[src/rtl/core/gdfts_pkg.sv]
// Shared codes and controller/datapath interface types for the grid search block.
package gdfts_pkg;

   localparam logic [1:0] KIND_LOAD    = 2'd0;
   localparam logic [1:0] KIND_START   = 2'd1;
   localparam logic [1:0] KIND_ADVANCE = 2'd2;

   localparam logic [1:0] EV_START  = 2'd0;
   localparam logic [1:0] EV_STEP   = 2'd1;
   localparam logic [1:0] EV_BACK   = 2'd2;
   localparam logic [1:0] EV_FINISH = 2'd3;

   localparam logic [1:0] CODE_NOT     = 2'd0;
   localparam logic [1:0] CODE_FOUND   = 2'd1;
   localparam logic [1:0] CODE_INVALID = 2'd2;

   localparam logic [1:0] DIR_NORTH = 2'd0;
   localparam logic [1:0] DIR_EAST  = 2'd1;
   localparam logic [1:0] DIR_SOUTH = 2'd2;
   localparam logic [1:0] DIR_WEST  = 2'd3;

   localparam logic REG_WIDTH  = 1'b0;
   localparam logic REG_HEIGHT = 1'b1;

   typedef struct packed {
      logic       latch;
      logic       load_cell;
      logic       clr_init;
      logic       clr_step;
      logic       rd_start;
      logic       rd_nbr;
      logic       enter;
      logic       start_init;
      logic       push;
      logic       fail;
      logic       path;
      logic       pop_load;
      logic       emit;
      logic [1:0] ev;
      logic [1:0] code;
   } dp_cmd_type;

   typedef struct packed {
      logic [1:0] kind;
      logic       clr_last;
      logic       in_ok;
      logic       exists;
      logic       target;
      logic       visited;
      logic       dir_last;
      logic       depth_one;
      logic       depth_zero;
      logic       depth_full;
      logic       rsp_busy;
   } dp_sts_type;

endpackage

[src/rtl/core/gdfts_ram.sv]
// Generic single write port, single read port RAM with registered read data.
module gdfts_ram #(
   parameter int WIDTH = 1,
   parameter int DEPTH = 256
) (
   input  logic                     clock,
   input  logic                     we,
   input  logic [$clog2(DEPTH)-1:0] waddr,
   input  logic [WIDTH-1:0]         wdata,
   input  logic [$clog2(DEPTH)-1:0] raddr,
   output logic [WIDTH-1:0]         rdata
);

   logic [WIDTH-1:0] mem [DEPTH];
   logic [WIDTH-1:0] rdata_ff;

   always_ff @(posedge clock) begin
      if (we) begin
         mem[waddr] <= wdata;
      end
      rdata_ff <= mem[raddr];
   end

   assign rdata = rdata_ff;

endmodule

[src/rtl/core/gdfts_dp.sv]
// Datapath: grid maps, search stack, walker, config registers and response register.
module gdfts_dp import gdfts_pkg::*; #(
   parameter int MAX_WIDTH  = 16,
   parameter int MAX_HEIGHT = 16
) (
   input  logic        clock,
   input  logic        reset,
   input  dp_cmd_type  cmd,
   output dp_sts_type  sts,
   input  logic [1:0]  req_tuser,
   input  logic [15:0] req_tdata,
   input  logic        csr_wen,
   input  logic        csr_addr,
   input  logic [4:0]  csr_wdata,
   output logic        rsp_tvalid,
   input  logic        rsp_tready,
   output logic [15:0] rsp_tdata,
   output logic [1:0]  rsp_tuser,
   output logic        rsp_tlast
);

   localparam int CELLS = MAX_WIDTH * MAX_HEIGHT;
   localparam int AW    = $clog2(CELLS);
   localparam int CW    = $clog2(MAX_WIDTH);
   localparam int RW    = $clog2(MAX_HEIGHT);
   localparam int DW    = $clog2(CELLS + 1);
   localparam int SW    = CW + RW + 2;
   localparam int WXW   = (CW > 4) ? CW : 4;
   localparam int WYW   = (RW > 4) ? RW : 4;

   logic [4:0]    width_ff, height_ff;
   logic [3:0]    rx_ff, ry_ff;
   logic [CW-1:0] top_x_ff, pend_x_ff;
   logic [RW-1:0] top_y_ff, pend_y_ff;
   logic [1:0]    top_dir_ff;
   logic [DW-1:0] depth_ff;
   logic [WXW-1:0] walker_x_ff;
   logic [WYW-1:0] walker_y_ff;
   logic [AW-1:0] clr_cnt_ff, pend_idx_ff;
   logic          pend_ok_ff;
   logic          rsp_valid_ff, rsp_last_ff;
   logic [1:0]    rsp_ev_ff, rsp_dir_ff, rsp_code_ff;
   logic [3:0]    rsp_x_ff, rsp_y_ff;

   logic [6:0]    effw, effh, nx, ny, sx, sy, rd_x, rd_y;
   logic          nbr_ok, rd_ok;
   logic [AW-1:0] rd_idx, ld_idx;
   logic          ld_in_range;
   logic [1:0]    cell_q;
   logic          vis_q;
   logic [SW-1:0] stack_q;
   logic          vis_we;
   logic [AW-1:0] vis_waddr;
   logic [3:0]    in_x, in_y;

   assign in_x = req_tdata[3:0];
   assign in_y = req_tdata[7:4];

   assign effw = ({2'b0, width_ff} > 7'(MAX_WIDTH)) ? 7'(MAX_WIDTH) : {2'b0, width_ff};
   assign effh = ({2'b0, height_ff} > 7'(MAX_HEIGHT)) ? 7'(MAX_HEIGHT) : {2'b0, height_ff};

   // Neighbor of the top of stack in the direction it is trying next.
   always_comb begin
      nx = 7'(top_x_ff);
      ny = 7'(top_y_ff);
      nbr_ok = 1'b1;
      unique case (top_dir_ff)
         DIR_NORTH: begin
            ny = 7'(top_y_ff) - 7'd1;
            nbr_ok = (top_y_ff != '0);
         end
         DIR_EAST:  nx = 7'(top_x_ff) + 7'd1;
         DIR_SOUTH: ny = 7'(top_y_ff) + 7'd1;
         default: begin
            nx = 7'(top_x_ff) - 7'd1;
            nbr_ok = (top_x_ff != '0);
         end
      endcase
   end

   assign sx     = {3'b0, rx_ff};
   assign sy     = {3'b0, ry_ff};
   assign rd_x   = cmd.rd_start ? sx : nx;
   assign rd_y   = cmd.rd_start ? sy : ny;
   assign rd_ok  = (cmd.rd_start || nbr_ok) && (rd_x < effw) && (rd_y < effh);
   assign rd_idx = AW'(32'(rd_y) * MAX_WIDTH + 32'(rd_x));

   assign ld_in_range = (32'(in_x) < MAX_WIDTH) && (32'(in_y) < MAX_HEIGHT);
   assign ld_idx      = AW'(32'(in_y) * MAX_WIDTH + 32'(in_x));

   gdfts_ram #(.WIDTH(2), .DEPTH(CELLS)) u_cell_ram (
      .clock (clock),
      .we    (cmd.load_cell && ld_in_range),
      .waddr (ld_idx),
      .wdata (req_tdata[9:8]),
      .raddr (rd_idx),
      .rdata (cell_q)
   );

   assign vis_we    = cmd.clr_step || cmd.enter;
   assign vis_waddr = cmd.clr_step ? clr_cnt_ff : pend_idx_ff;

   gdfts_ram #(.WIDTH(1), .DEPTH(CELLS)) u_visited_ram (
      .clock (clock),
      .we    (vis_we),
      .waddr (vis_waddr),
      .wdata (cmd.enter),
      .raddr (rd_idx),
      .rdata (vis_q)
   );

   // The top entry lives in registers; the RAM holds the entries below it.
   gdfts_ram #(.WIDTH(SW), .DEPTH(CELLS)) u_stack_ram (
      .clock (clock),
      .we    (cmd.push),
      .waddr (AW'(depth_ff - DW'(1))),
      .wdata ({top_x_ff, top_y_ff, top_dir_ff}),
      .raddr (AW'(depth_ff - DW'(2))),
      .rdata (stack_q)
   );

   always_ff @(posedge clock) begin
      if (reset) begin
         width_ff     <= 5'd16;
         height_ff    <= 5'd16;
         depth_ff     <= '0;
         walker_x_ff  <= '0;
         walker_y_ff  <= '0;
         clr_cnt_ff   <= '0;
         rsp_valid_ff <= 1'b0;
      end else begin
         if (csr_wen) begin
            if (csr_addr == REG_WIDTH) begin
               width_ff <= csr_wdata;
            end else begin
               height_ff <= csr_wdata;
            end
         end
         if (cmd.clr_init) begin
            clr_cnt_ff <= '0;
            depth_ff   <= '0;
         end
         if (cmd.clr_step) begin
            clr_cnt_ff <= clr_cnt_ff + AW'(1);
         end
         if (cmd.rd_start) begin
            walker_x_ff <= WXW'(rx_ff);
            walker_y_ff <= WYW'(ry_ff);
         end
         if (cmd.enter) begin
            walker_x_ff <= WXW'(pend_x_ff);
            walker_y_ff <= WYW'(pend_y_ff);
         end
         if (cmd.start_init) begin
            depth_ff <= DW'(1);
         end
         if (cmd.push) begin
            depth_ff <= depth_ff + DW'(1);
         end
         // A failed direction puts the walker back on the cell that tried it.
         if (cmd.fail) begin
            walker_x_ff <= WXW'(top_x_ff);
            walker_y_ff <= WYW'(top_y_ff);
            if (top_dir_ff == DIR_WEST) begin
               depth_ff <= depth_ff - DW'(1);
            end
         end
         if (cmd.path) begin
            depth_ff <= depth_ff - DW'(1);
         end
         if (cmd.emit) begin
            rsp_valid_ff <= 1'b1;
         end else if (rsp_tready) begin
            rsp_valid_ff <= 1'b0;
         end
      end
   end

   always_ff @(posedge clock) begin
      if (cmd.latch) begin
         rx_ff <= in_x;
         ry_ff <= in_y;
      end
      if (cmd.rd_start || cmd.rd_nbr) begin
         pend_idx_ff <= rd_idx;
         pend_ok_ff  <= rd_ok;
         pend_x_ff   <= CW'(rd_x);
         pend_y_ff   <= RW'(rd_y);
      end
      if (cmd.start_init || cmd.push) begin
         top_x_ff   <= pend_x_ff;
         top_y_ff   <= pend_y_ff;
         top_dir_ff <= DIR_NORTH;
      end
      if (cmd.fail && top_dir_ff != DIR_WEST) begin
         top_dir_ff <= top_dir_ff + 2'd1;
      end
      if (cmd.pop_load) begin
         {top_x_ff, top_y_ff, top_dir_ff} <= stack_q;
      end
      if (cmd.emit) begin
         rsp_ev_ff   <= cmd.ev;
         rsp_dir_ff  <= (cmd.ev == EV_STEP || cmd.ev == EV_BACK) ? top_dir_ff : 2'd0;
         rsp_code_ff <= (cmd.ev == EV_FINISH) ? cmd.code : CODE_NOT;
         rsp_last_ff <= (cmd.ev == EV_FINISH);
         if (cmd.ev == EV_START) begin
            rsp_x_ff <= rx_ff;
            rsp_y_ff <= ry_ff;
         end else if (cmd.ev == EV_FINISH) begin
            rsp_x_ff <= walker_x_ff[3:0];
            rsp_y_ff <= walker_y_ff[3:0];
         end else begin
            rsp_x_ff <= 4'd0;
            rsp_y_ff <= 4'd0;
         end
      end
   end

   // Cell RAM word: room flag in bit 0, target flag in bit 1.
   assign sts.kind       = req_tuser;
   assign sts.clr_last   = (clr_cnt_ff == AW'(CELLS - 1));
   assign sts.in_ok      = pend_ok_ff;
   assign sts.exists     = cell_q[0];
   assign sts.target     = cell_q[1];
   assign sts.visited    = vis_q;
   assign sts.dir_last   = (top_dir_ff == DIR_WEST);
   assign sts.depth_one  = (depth_ff == DW'(1));
   assign sts.depth_zero = (depth_ff == '0);
   assign sts.depth_full = (depth_ff >= DW'(CELLS));
   assign sts.rsp_busy   = rsp_valid_ff;

   assign rsp_tvalid = rsp_valid_ff;
   assign rsp_tuser  = rsp_ev_ff;
   assign rsp_tlast  = rsp_last_ff;
   assign rsp_tdata  = {4'd0, rsp_code_ff, rsp_y_ff, rsp_x_ff, rsp_dir_ff};

endmodule

[src/rtl/core/gdfts_ctrl.sv]
// Controller: search phase and the per-request sequencing of the datapath.
module gdfts_ctrl import gdfts_pkg::*; (
   input  logic       clock,
   input  logic       reset,
   input  logic       req_tvalid,
   output logic       req_tready,
   input  dp_sts_type sts,
   output dp_cmd_type cmd
);

   localparam logic [2:0] ST_IDLE       = 3'd0;
   localparam logic [2:0] ST_CLEAR      = 3'd1;
   localparam logic [2:0] ST_START_RD   = 3'd2;
   localparam logic [2:0] ST_START_EVAL = 3'd3;
   localparam logic [2:0] ST_NBR_RD     = 3'd4;
   localparam logic [2:0] ST_NBR_EVAL   = 3'd5;
   localparam logic [2:0] ST_POP_LD     = 3'd6;

   localparam logic [2:0] PH_IDLE         = 3'd0;
   localparam logic [2:0] PH_SEARCH       = 3'd1;
   localparam logic [2:0] PH_CHILD_FAILED = 3'd2;
   localparam logic [2:0] PH_UNWIND       = 3'd3;
   localparam logic [2:0] PH_FIN_FOUND    = 3'd4;
   localparam logic [2:0] PH_FIN_NOT      = 3'd5;
   localparam logic [2:0] PH_FIN_INVALID  = 3'd6;
   localparam logic [2:0] PH_DONE         = 3'd7;

   logic [2:0] state_ff, state_in;
   logic [2:0] phase_ff, phase_in;
   logic       accept, do_fail, do_path, do_fin;
   logic [1:0] fin_code;

   assign req_tready = (state_ff == ST_IDLE) && !sts.rsp_busy;
   assign accept     = req_tvalid && req_tready;

   always_comb begin
      cmd      = '0;
      state_in = state_ff;
      phase_in = phase_ff;
      do_fail  = 1'b0;
      do_path  = 1'b0;
      do_fin   = 1'b0;
      fin_code = CODE_NOT;
      unique case (state_ff)
         ST_IDLE: begin
            if (accept) begin
               cmd.latch = 1'b1;
               case (sts.kind)
                  KIND_LOAD: cmd.load_cell = 1'b1;
                  KIND_START: begin
                     cmd.clr_init = 1'b1;
                     state_in = ST_CLEAR;
                  end
                  KIND_ADVANCE: begin
                     case (phase_ff)
                        PH_FIN_FOUND: begin
                           do_fin = 1'b1;
                           fin_code = CODE_FOUND;
                        end
                        PH_FIN_NOT: do_fin = 1'b1;
                        PH_FIN_INVALID: begin
                           do_fin = 1'b1;
                           fin_code = CODE_INVALID;
                        end
                        PH_UNWIND: begin
                           if (sts.depth_zero) begin
                              do_fin = 1'b1;
                              fin_code = CODE_FOUND;
                           end else begin
                              do_path = 1'b1;
                           end
                        end
                        PH_CHILD_FAILED: begin
                           if (sts.depth_zero) begin
                              do_fin = 1'b1;
                           end else begin
                              do_fail = 1'b1;
                           end
                        end
                        PH_SEARCH: state_in = ST_NBR_RD;
                        default: ;
                     endcase
                  end
                  default: ;
               endcase
            end
         end
         ST_CLEAR: begin
            cmd.clr_step = 1'b1;
            if (sts.clr_last) begin
               state_in = ST_START_RD;
            end
         end
         ST_START_RD: begin
            cmd.rd_start = 1'b1;
            state_in = ST_START_EVAL;
         end
         ST_START_EVAL: begin
            cmd.emit = 1'b1;
            cmd.ev   = EV_START;
            state_in = ST_IDLE;
            if (!(sts.in_ok && sts.exists)) begin
               phase_in = PH_FIN_INVALID;
            end else begin
               cmd.enter = 1'b1;
               if (sts.target) begin
                  phase_in = PH_FIN_FOUND;
               end else begin
                  cmd.start_init = 1'b1;
                  phase_in = PH_SEARCH;
               end
            end
         end
         ST_NBR_RD: begin
            if (sts.depth_zero) begin
               do_fin = 1'b1;
            end else begin
               cmd.rd_nbr = 1'b1;
               state_in = ST_NBR_EVAL;
            end
         end
         ST_NBR_EVAL: begin
            if (sts.in_ok && sts.exists && !sts.visited) begin
               cmd.enter = 1'b1;
               if (sts.target) begin
                  do_path = 1'b1;
               end else if (sts.depth_full) begin
                  do_fail = 1'b1;
               end else begin
                  // Descend into the new cell and keep walking within this request.
                  cmd.push = 1'b1;
                  state_in = ST_NBR_RD;
               end
            end else begin
               do_fail = 1'b1;
            end
         end
         ST_POP_LD: begin
            cmd.pop_load = 1'b1;
            state_in = ST_IDLE;
         end
         default: state_in = ST_IDLE;
      endcase

      if (do_fin) begin
         cmd.emit = 1'b1;
         cmd.ev   = EV_FINISH;
         cmd.code = fin_code;
         phase_in = PH_DONE;
         state_in = ST_IDLE;
      end
      if (do_path) begin
         cmd.path = 1'b1;
         cmd.emit = 1'b1;
         cmd.ev   = EV_STEP;
         phase_in = sts.depth_one ? PH_FIN_FOUND : PH_UNWIND;
         state_in = sts.depth_one ? ST_IDLE : ST_POP_LD;
      end
      if (do_fail) begin
         cmd.fail = 1'b1;
         cmd.emit = 1'b1;
         cmd.ev   = EV_BACK;
         if (sts.dir_last) begin
            phase_in = sts.depth_one ? PH_FIN_NOT : PH_CHILD_FAILED;
            state_in = sts.depth_one ? ST_IDLE : ST_POP_LD;
         end else begin
            phase_in = PH_SEARCH;
            state_in = ST_IDLE;
         end
      end
   end

   always_ff @(posedge clock) begin
      if (reset) begin
         state_ff <= ST_IDLE;
         phase_ff <= PH_IDLE;
      end else begin
         state_ff <= state_in;
         phase_ff <= phase_in;
      end
   end

endmodule

[src/rtl/core/grid_depth_first_target_search.sv]
// A start request first runs a visited-map clearing pass, then reads and checks the start cell.
// Advance: a finish, or a step or backtrack while unwinding, is answered from idle; a search
// step reads then evaluates the map RAMs for the next neighbor, pushes each new cell and
// goes on until a backtrack or path step, with a stack pop load after it when the stack pops.
// One request is in flight at a time; a new request waits until the response is taken.
// Reset is synchronous: controller idles, stack empty, grid size 16 x 16.
module grid_depth_first_target_search import gdfts_pkg::*; #(
   parameter int MAX_WIDTH  = 16,
   parameter int MAX_HEIGHT = 16
) (
   input  logic        clock,
   input  logic        reset,
   input  logic        req_tvalid,
   output logic        req_tready,
   input  logic [15:0] req_tdata,  // pos_x[3:0], pos_y[7:4], room_exists[8], has_target[9]
   input  logic [1:0]  req_tuser,  // kind[1:0]
   output logic        rsp_tvalid,
   input  logic        rsp_tready,
   output logic [15:0] rsp_tdata,  // direction[1:0], where_x[5:2], where_y[9:6], found_code[11:10]
   output logic [1:0]  rsp_tuser,  // event_res[1:0]
   output logic        rsp_tlast,  // done_res
   input  logic        csr_wen,
   input  logic        csr_addr,
   input  logic [4:0]  csr_wdata
);

   dp_cmd_type cmd;
   dp_sts_type sts;

   gdfts_ctrl u_ctrl (
      .clock      (clock),
      .reset      (reset),
      .req_tvalid (req_tvalid),
      .req_tready (req_tready),
      .sts        (sts),
      .cmd        (cmd)
   );

   gdfts_dp #(.MAX_WIDTH(MAX_WIDTH), .MAX_HEIGHT(MAX_HEIGHT)) u_dp (
      .clock      (clock),
      .reset      (reset),
      .cmd        (cmd),
      .sts        (sts),
      .req_tuser  (req_tuser),
      .req_tdata  (req_tdata),
      .csr_wen    (csr_wen),
      .csr_addr   (csr_addr),
      .csr_wdata  (csr_wdata),
      .rsp_tvalid (rsp_tvalid),
      .rsp_tready (rsp_tready),
      .rsp_tdata  (rsp_tdata),
      .rsp_tuser  (rsp_tuser),
      .rsp_tlast  (rsp_tlast)
   );

   a_ready_needs_free_output: assert property (@(posedge clock) disable iff (reset)
      req_tready |-> !rsp_tvalid)
      else $error("request taken while a response is pending");

   a_last_is_finish: assert property (@(posedge clock) disable iff (reset)
      rsp_tvalid |-> (rsp_tlast == (rsp_tuser == EV_FINISH)))
      else $error("done flag does not match finish event");

   a_code_only_on_finish: assert property (@(posedge clock) disable iff (reset)
      (rsp_tvalid && rsp_tuser != EV_FINISH) |-> (rsp_tdata[11:10] == CODE_NOT))
      else $error("found code set on a non-finish event");

   a_start_answers_request: assert property (@(posedge clock) disable iff (reset)
      (req_tvalid && req_tready && req_tuser == KIND_START) |=> !req_tready)
      else $error("start request did not hold off the next request");

endmodule
[config.mk]
export PLATFORM = sky130hd
export DESIGN_NAME = grid_depth_first_target_search
export DESIGN_NICKNAME = d
export VERILOG_FILES = /design/src/rtl/core/gdfts_pkg.sv /design/src/rtl/core/gdfts_ram.sv /design/src/rtl/core/gdfts_dp.sv /design/src/rtl/core/gdfts_ctrl.sv /design/src/rtl/core/grid_depth_first_target_search.sv
export SDC_FILE = /design/constraint.sdc
export NUM_CORES = 2
export LEC_CHECK = 0
export BUFFER_PORTS_ARGS = -buffer_cell sky130_fd_sc_hd__buf_4
export CAP_MARGIN = 20
export CORE_MARGIN = 2
export CORE_UTILIZATION = 29
export DETAILED_ROUTE_END_ITERATION = 6
export GPL_ROUTABILITY_DRIVEN = 0
export GPL_TIMING_DRIVEN = 0
export SYNTH_ARGS = -nofsm -noshare
export SYNTH_HDL_FRONTEND = slang
export SYNTH_HIERARCHICAL = 1
export SYNTH_SLANG_ARGS = --single-unit
[constraint.sdc]
create_clock -name clock -period 10.2 [get_ports clock]
set_clock_uncertainty 0.1 [all_clocks]
set_input_delay 1.53 -clock clock [delete_from_list [all_inputs] [get_ports clock]]
set_output_delay 1.53 -clock clock [all_outputs]
set_load 0.02 [all_outputs]
==> results by group <==
Worst setup path
  • R2R cell count: 11
  • Reg2reg start: u_dp/depth_ff[1]
  • CP Capture Type: flip-flop
  • Crit path required time: about 11000 ps
  • WS Path Type: reg -> reg
  • Critical Path End: u_dp/u_stack_ram/rdata[4]
  • FF-to-FF End: u_dp/u_stack_ram/rdata[4]
  • CP Launch Point: u_dp/depth_ff[1]
  • Startpoint types: flip-flop
  • Worst-path maximum fanout: 10
  • Arrival @ worst endpoint: 7870 ps
  • Reg2Reg Setup Slack: 2880 ps

GRT
  • Global Route Usage Sum: 17.9%
  • Antenna violations before repair: 31
  • Global-route wire length before repair: 607 mm
  • Gr ovfl total: 0
  • Largest net degree at the start of global routing: 141
  • Vias in the first global route: roughly 76000

Logic synthesis
  • Area share of the largest cell type after synthesis: about 74%
  • Yosys Warn Count: 6
  • Ranking of synthesized cells by area: edfxtp_1 74%, mux4_2 10%, mux2i_1 2.5%
  • Post-synth EDFFs: 3374
  • Cell taking the most area after synthesis: edfxtp_1
  • FFs w/ async S/R, synth: 0%
  • Number of synthesized register bits: 3429
  • Top_reg_cell synth: edfxtp_1
  • Synth Instances: 7280
  • Netlist cell types: 100
  • Mapped Area: 0.137 mm²
  • Mapped Avg Cell Area: ~19 µm²
  • Register area share after synthesis: roughly 75%
  • Count leader, synth: edfxtp_1
  • Synth top cells by count: 3374 x edfxtp_1, 870 x nor2_1, 619 x mux4_2, 340 x mux2i_1, 242 x clkbuf_1

Floorplanning
  • Die H: 692 µm
  • Chip Width: a little under 700 µm
  • I/O pin cnt: 50
  • Initial Util: approximately 29%
  • Full die area: 0.479 mm²
  • Num rows: 252
  • Core area: 0.471 mm²

Timing
  • RSZ-0062 raised after global routing: no
  • Worst-Margin Slew: 1490 ps
  • Final setup viols: 0
  • Max_slew headroom: -0.330%
  • Setup TNS: 0 ps
  • Max-slew violation count: 1
  • Maximum clock rate: 0.137 GHz
  • Final min period: 7320 ps
  • Final Cycle Share: a little over 70%
  • Hold Vio Cnt, Final: 0

Clocking
  • CTS tree: built
  • Clk root buf: clkbuf_16
  • Post-CTS sizing: 0
  • Sink Count: 3429
  • TritonCTS Buffers: 347
  • Cts hold-fix bufs: 0
  • Clk_lat worst skew: 1000 ps
  • Longest Clk Path Bufs: 4
  • H-tree depth: 5
  • Clock transition at path regs: around 60 ps
  • Number of setup buffers added after CTS: 0

Power
  • Internal: 23.1 mW
  • Sequential share of power: 51.5%
  • Clock share of power: 42.4%
  • Sw Ratio: 22.7%
  • NetSw: ~6.8 mW
  • Leakage: 48.9 nW
  • Pwr/cell area: 185 mW/mm²
  • Comb pwr share: ~6.1%
  • Maximum VDD drop: 0.188 mV

Drt
  • DRT antenna net count: 0
  • Total wire length: 445 mm
  • Routed WL per cell: 30.8 µm
  • Via count: 78800
  • DRC violations left: 29
  • Initial DRC count: 12100
  • Pre-antenna DRT Iters: 7
  • Via density: 5.44

Finish
  • Register Area: 0.102 mm²
  • Multi-input combinational cell area: ~0.032 mm²
  • Share of layout cells above drive strength 1: between 20% and 30%
  • Fin nets: 8026
  • Area Overhead vs Synth: 17.6%
  • Post-route insts no fill: 14500
  • Filler cell count: roughly 44000

Status
  • Outcome: complete, but fails checks
  • Failing checks: DRC, capacitance limit, slew limit

Run
  • # Max-Cap Violations: 1

Worst hold path
  • HP Class: reg -> reg

Placed design
  • Number of I/O port buffers: 37
  • # placed instances: 13800
  • Post-DP HPWL: 311 mm
sequential cells by signal (all words and copies together) (netlist names), 5 cells and up:
signal	count
u_dp/clr_cnt_ff	8
u_dp/depth_ff	9
u_dp/height_ff	5
u_dp/pend_idx_ff	5
u_dp/u_cell_ram/mem	512
u_dp/u_stack_ram/mem	2560
u_dp/u_stack_ram/rdata	10
u_dp/u_visited_ram/mem	256
u_dp/width_ff	5
per-stage QoR:
stage	hold WS, ps	utilization, %	area, µm²	setup slack, ps	power (mW)
finish	374	34.3	162000	2880	29.9
global route	388	34.3	162000	3210	30.6
CTS	371	34.2	161000	3310	30.0
detailed placement	363	31.8	150000	3320	17.5
global placement	364	30.9	145000	-3430	17.4
floorplan	336	-	137000	3060	16.7
metal layers:
layer	GRT usage [%]	share of wire [%]	up-vias
met5	0.0600	0.046	-
met4	9.31	6.0	24
met3	5.72	13	1109
met2	27.9	45	5445
met1	22.3	36	41200
li1	-	-	31000
worst min path at each step:
stage                           start                 to  depth (start not counted)  slack [ps]
CTS                 u_dp/height_ff[0]  u_dp/height_ff[0]                          2         370
detailed placement  u_dp/height_ff[0]  u_dp/height_ff[0]                          2         360
global placement    u_dp/height_ff[0]  u_dp/height_ff[0]                          2         360
floorplan           u_dp/height_ff[0]  u_dp/height_ff[0]                          2         340
global route        u_dp/height_ff[0]  u_dp/height_ff[0]                          2         390
finish              u_dp/height_ff[0]  u_dp/height_ff[0]                          2         370
worst max-delay path, cell delays in order (launching register included):
cell and delay, ps:
dfxtp_1 350, inv_1 410, ha_1 320, xor2_1 950
buf_2 540, clkbuf_1 860, nand3_1 820, o22ai_1 480
nor4_1 100, o21ai_0 960, o32ai_1 170, nor3_1 990
cells by family (layout without fill, tap and decap cells):
logic type / Yosys count / after routing / synth area share, %
compound gates: 811 / 811 / 4.17
buf+inv: 516 / 1476 / 2.28
mux: 1051 / 1051 / 14.1
other cells: 1 / 22 / 0.00273
flops: 3429 / 3429 / 74.5
simple gates: 1420 / 1420 / 4.53
xor+xnor: 18 / 18 / 0.115
fa+ha+maj: 34 / 34 / 0.308
placed cells by master, fill, tap and decap left out, types with 64 or more instances in the layout:
master / n
a21oi_1: 156
a22oi_1: 203
buf_16: 107
buf_2: 80
buf_4: 178
buf_6: 97
clkbuf_1: 283
clkbuf_16: 355
clkinv_1: 77
clkinv_2: 65
edfxtp_1: 3374
mux2i_1: 340
mux4_2: 619
nand2_1: 170
nand3_1: 98
nor2_1: 863
o21ai_0: 64
o22ai_1: 89
area by class of cell:
type	count	share of cell area [%]
antenna	18	0.0279
buffer	471	1.85
clock buffer	420	5.67
clock inverter	208	1.27
inverter	45	0.105
multi-input combinational	3338	19.8
sequential	3429	63.4
tap	6223	4.82
timing repair buffer	332	3.11
power groups by stage:
stage / Sequential (mW) / Combinational (mW) / Clock (mW)
after floorplan: 15.7 / 0.954 / 0
after global placement: 15.7 / 1.69 / 0
after detailed placement: 15.7 / 1.77 / 0
after CTS: 15.4 / 1.77 / 12.8
after global routing: 15.4 / 1.87 / 13.4
final: 15.4 / 1.83 / 12.7
No activity file was read; power rests on OpenSTA's default activity.
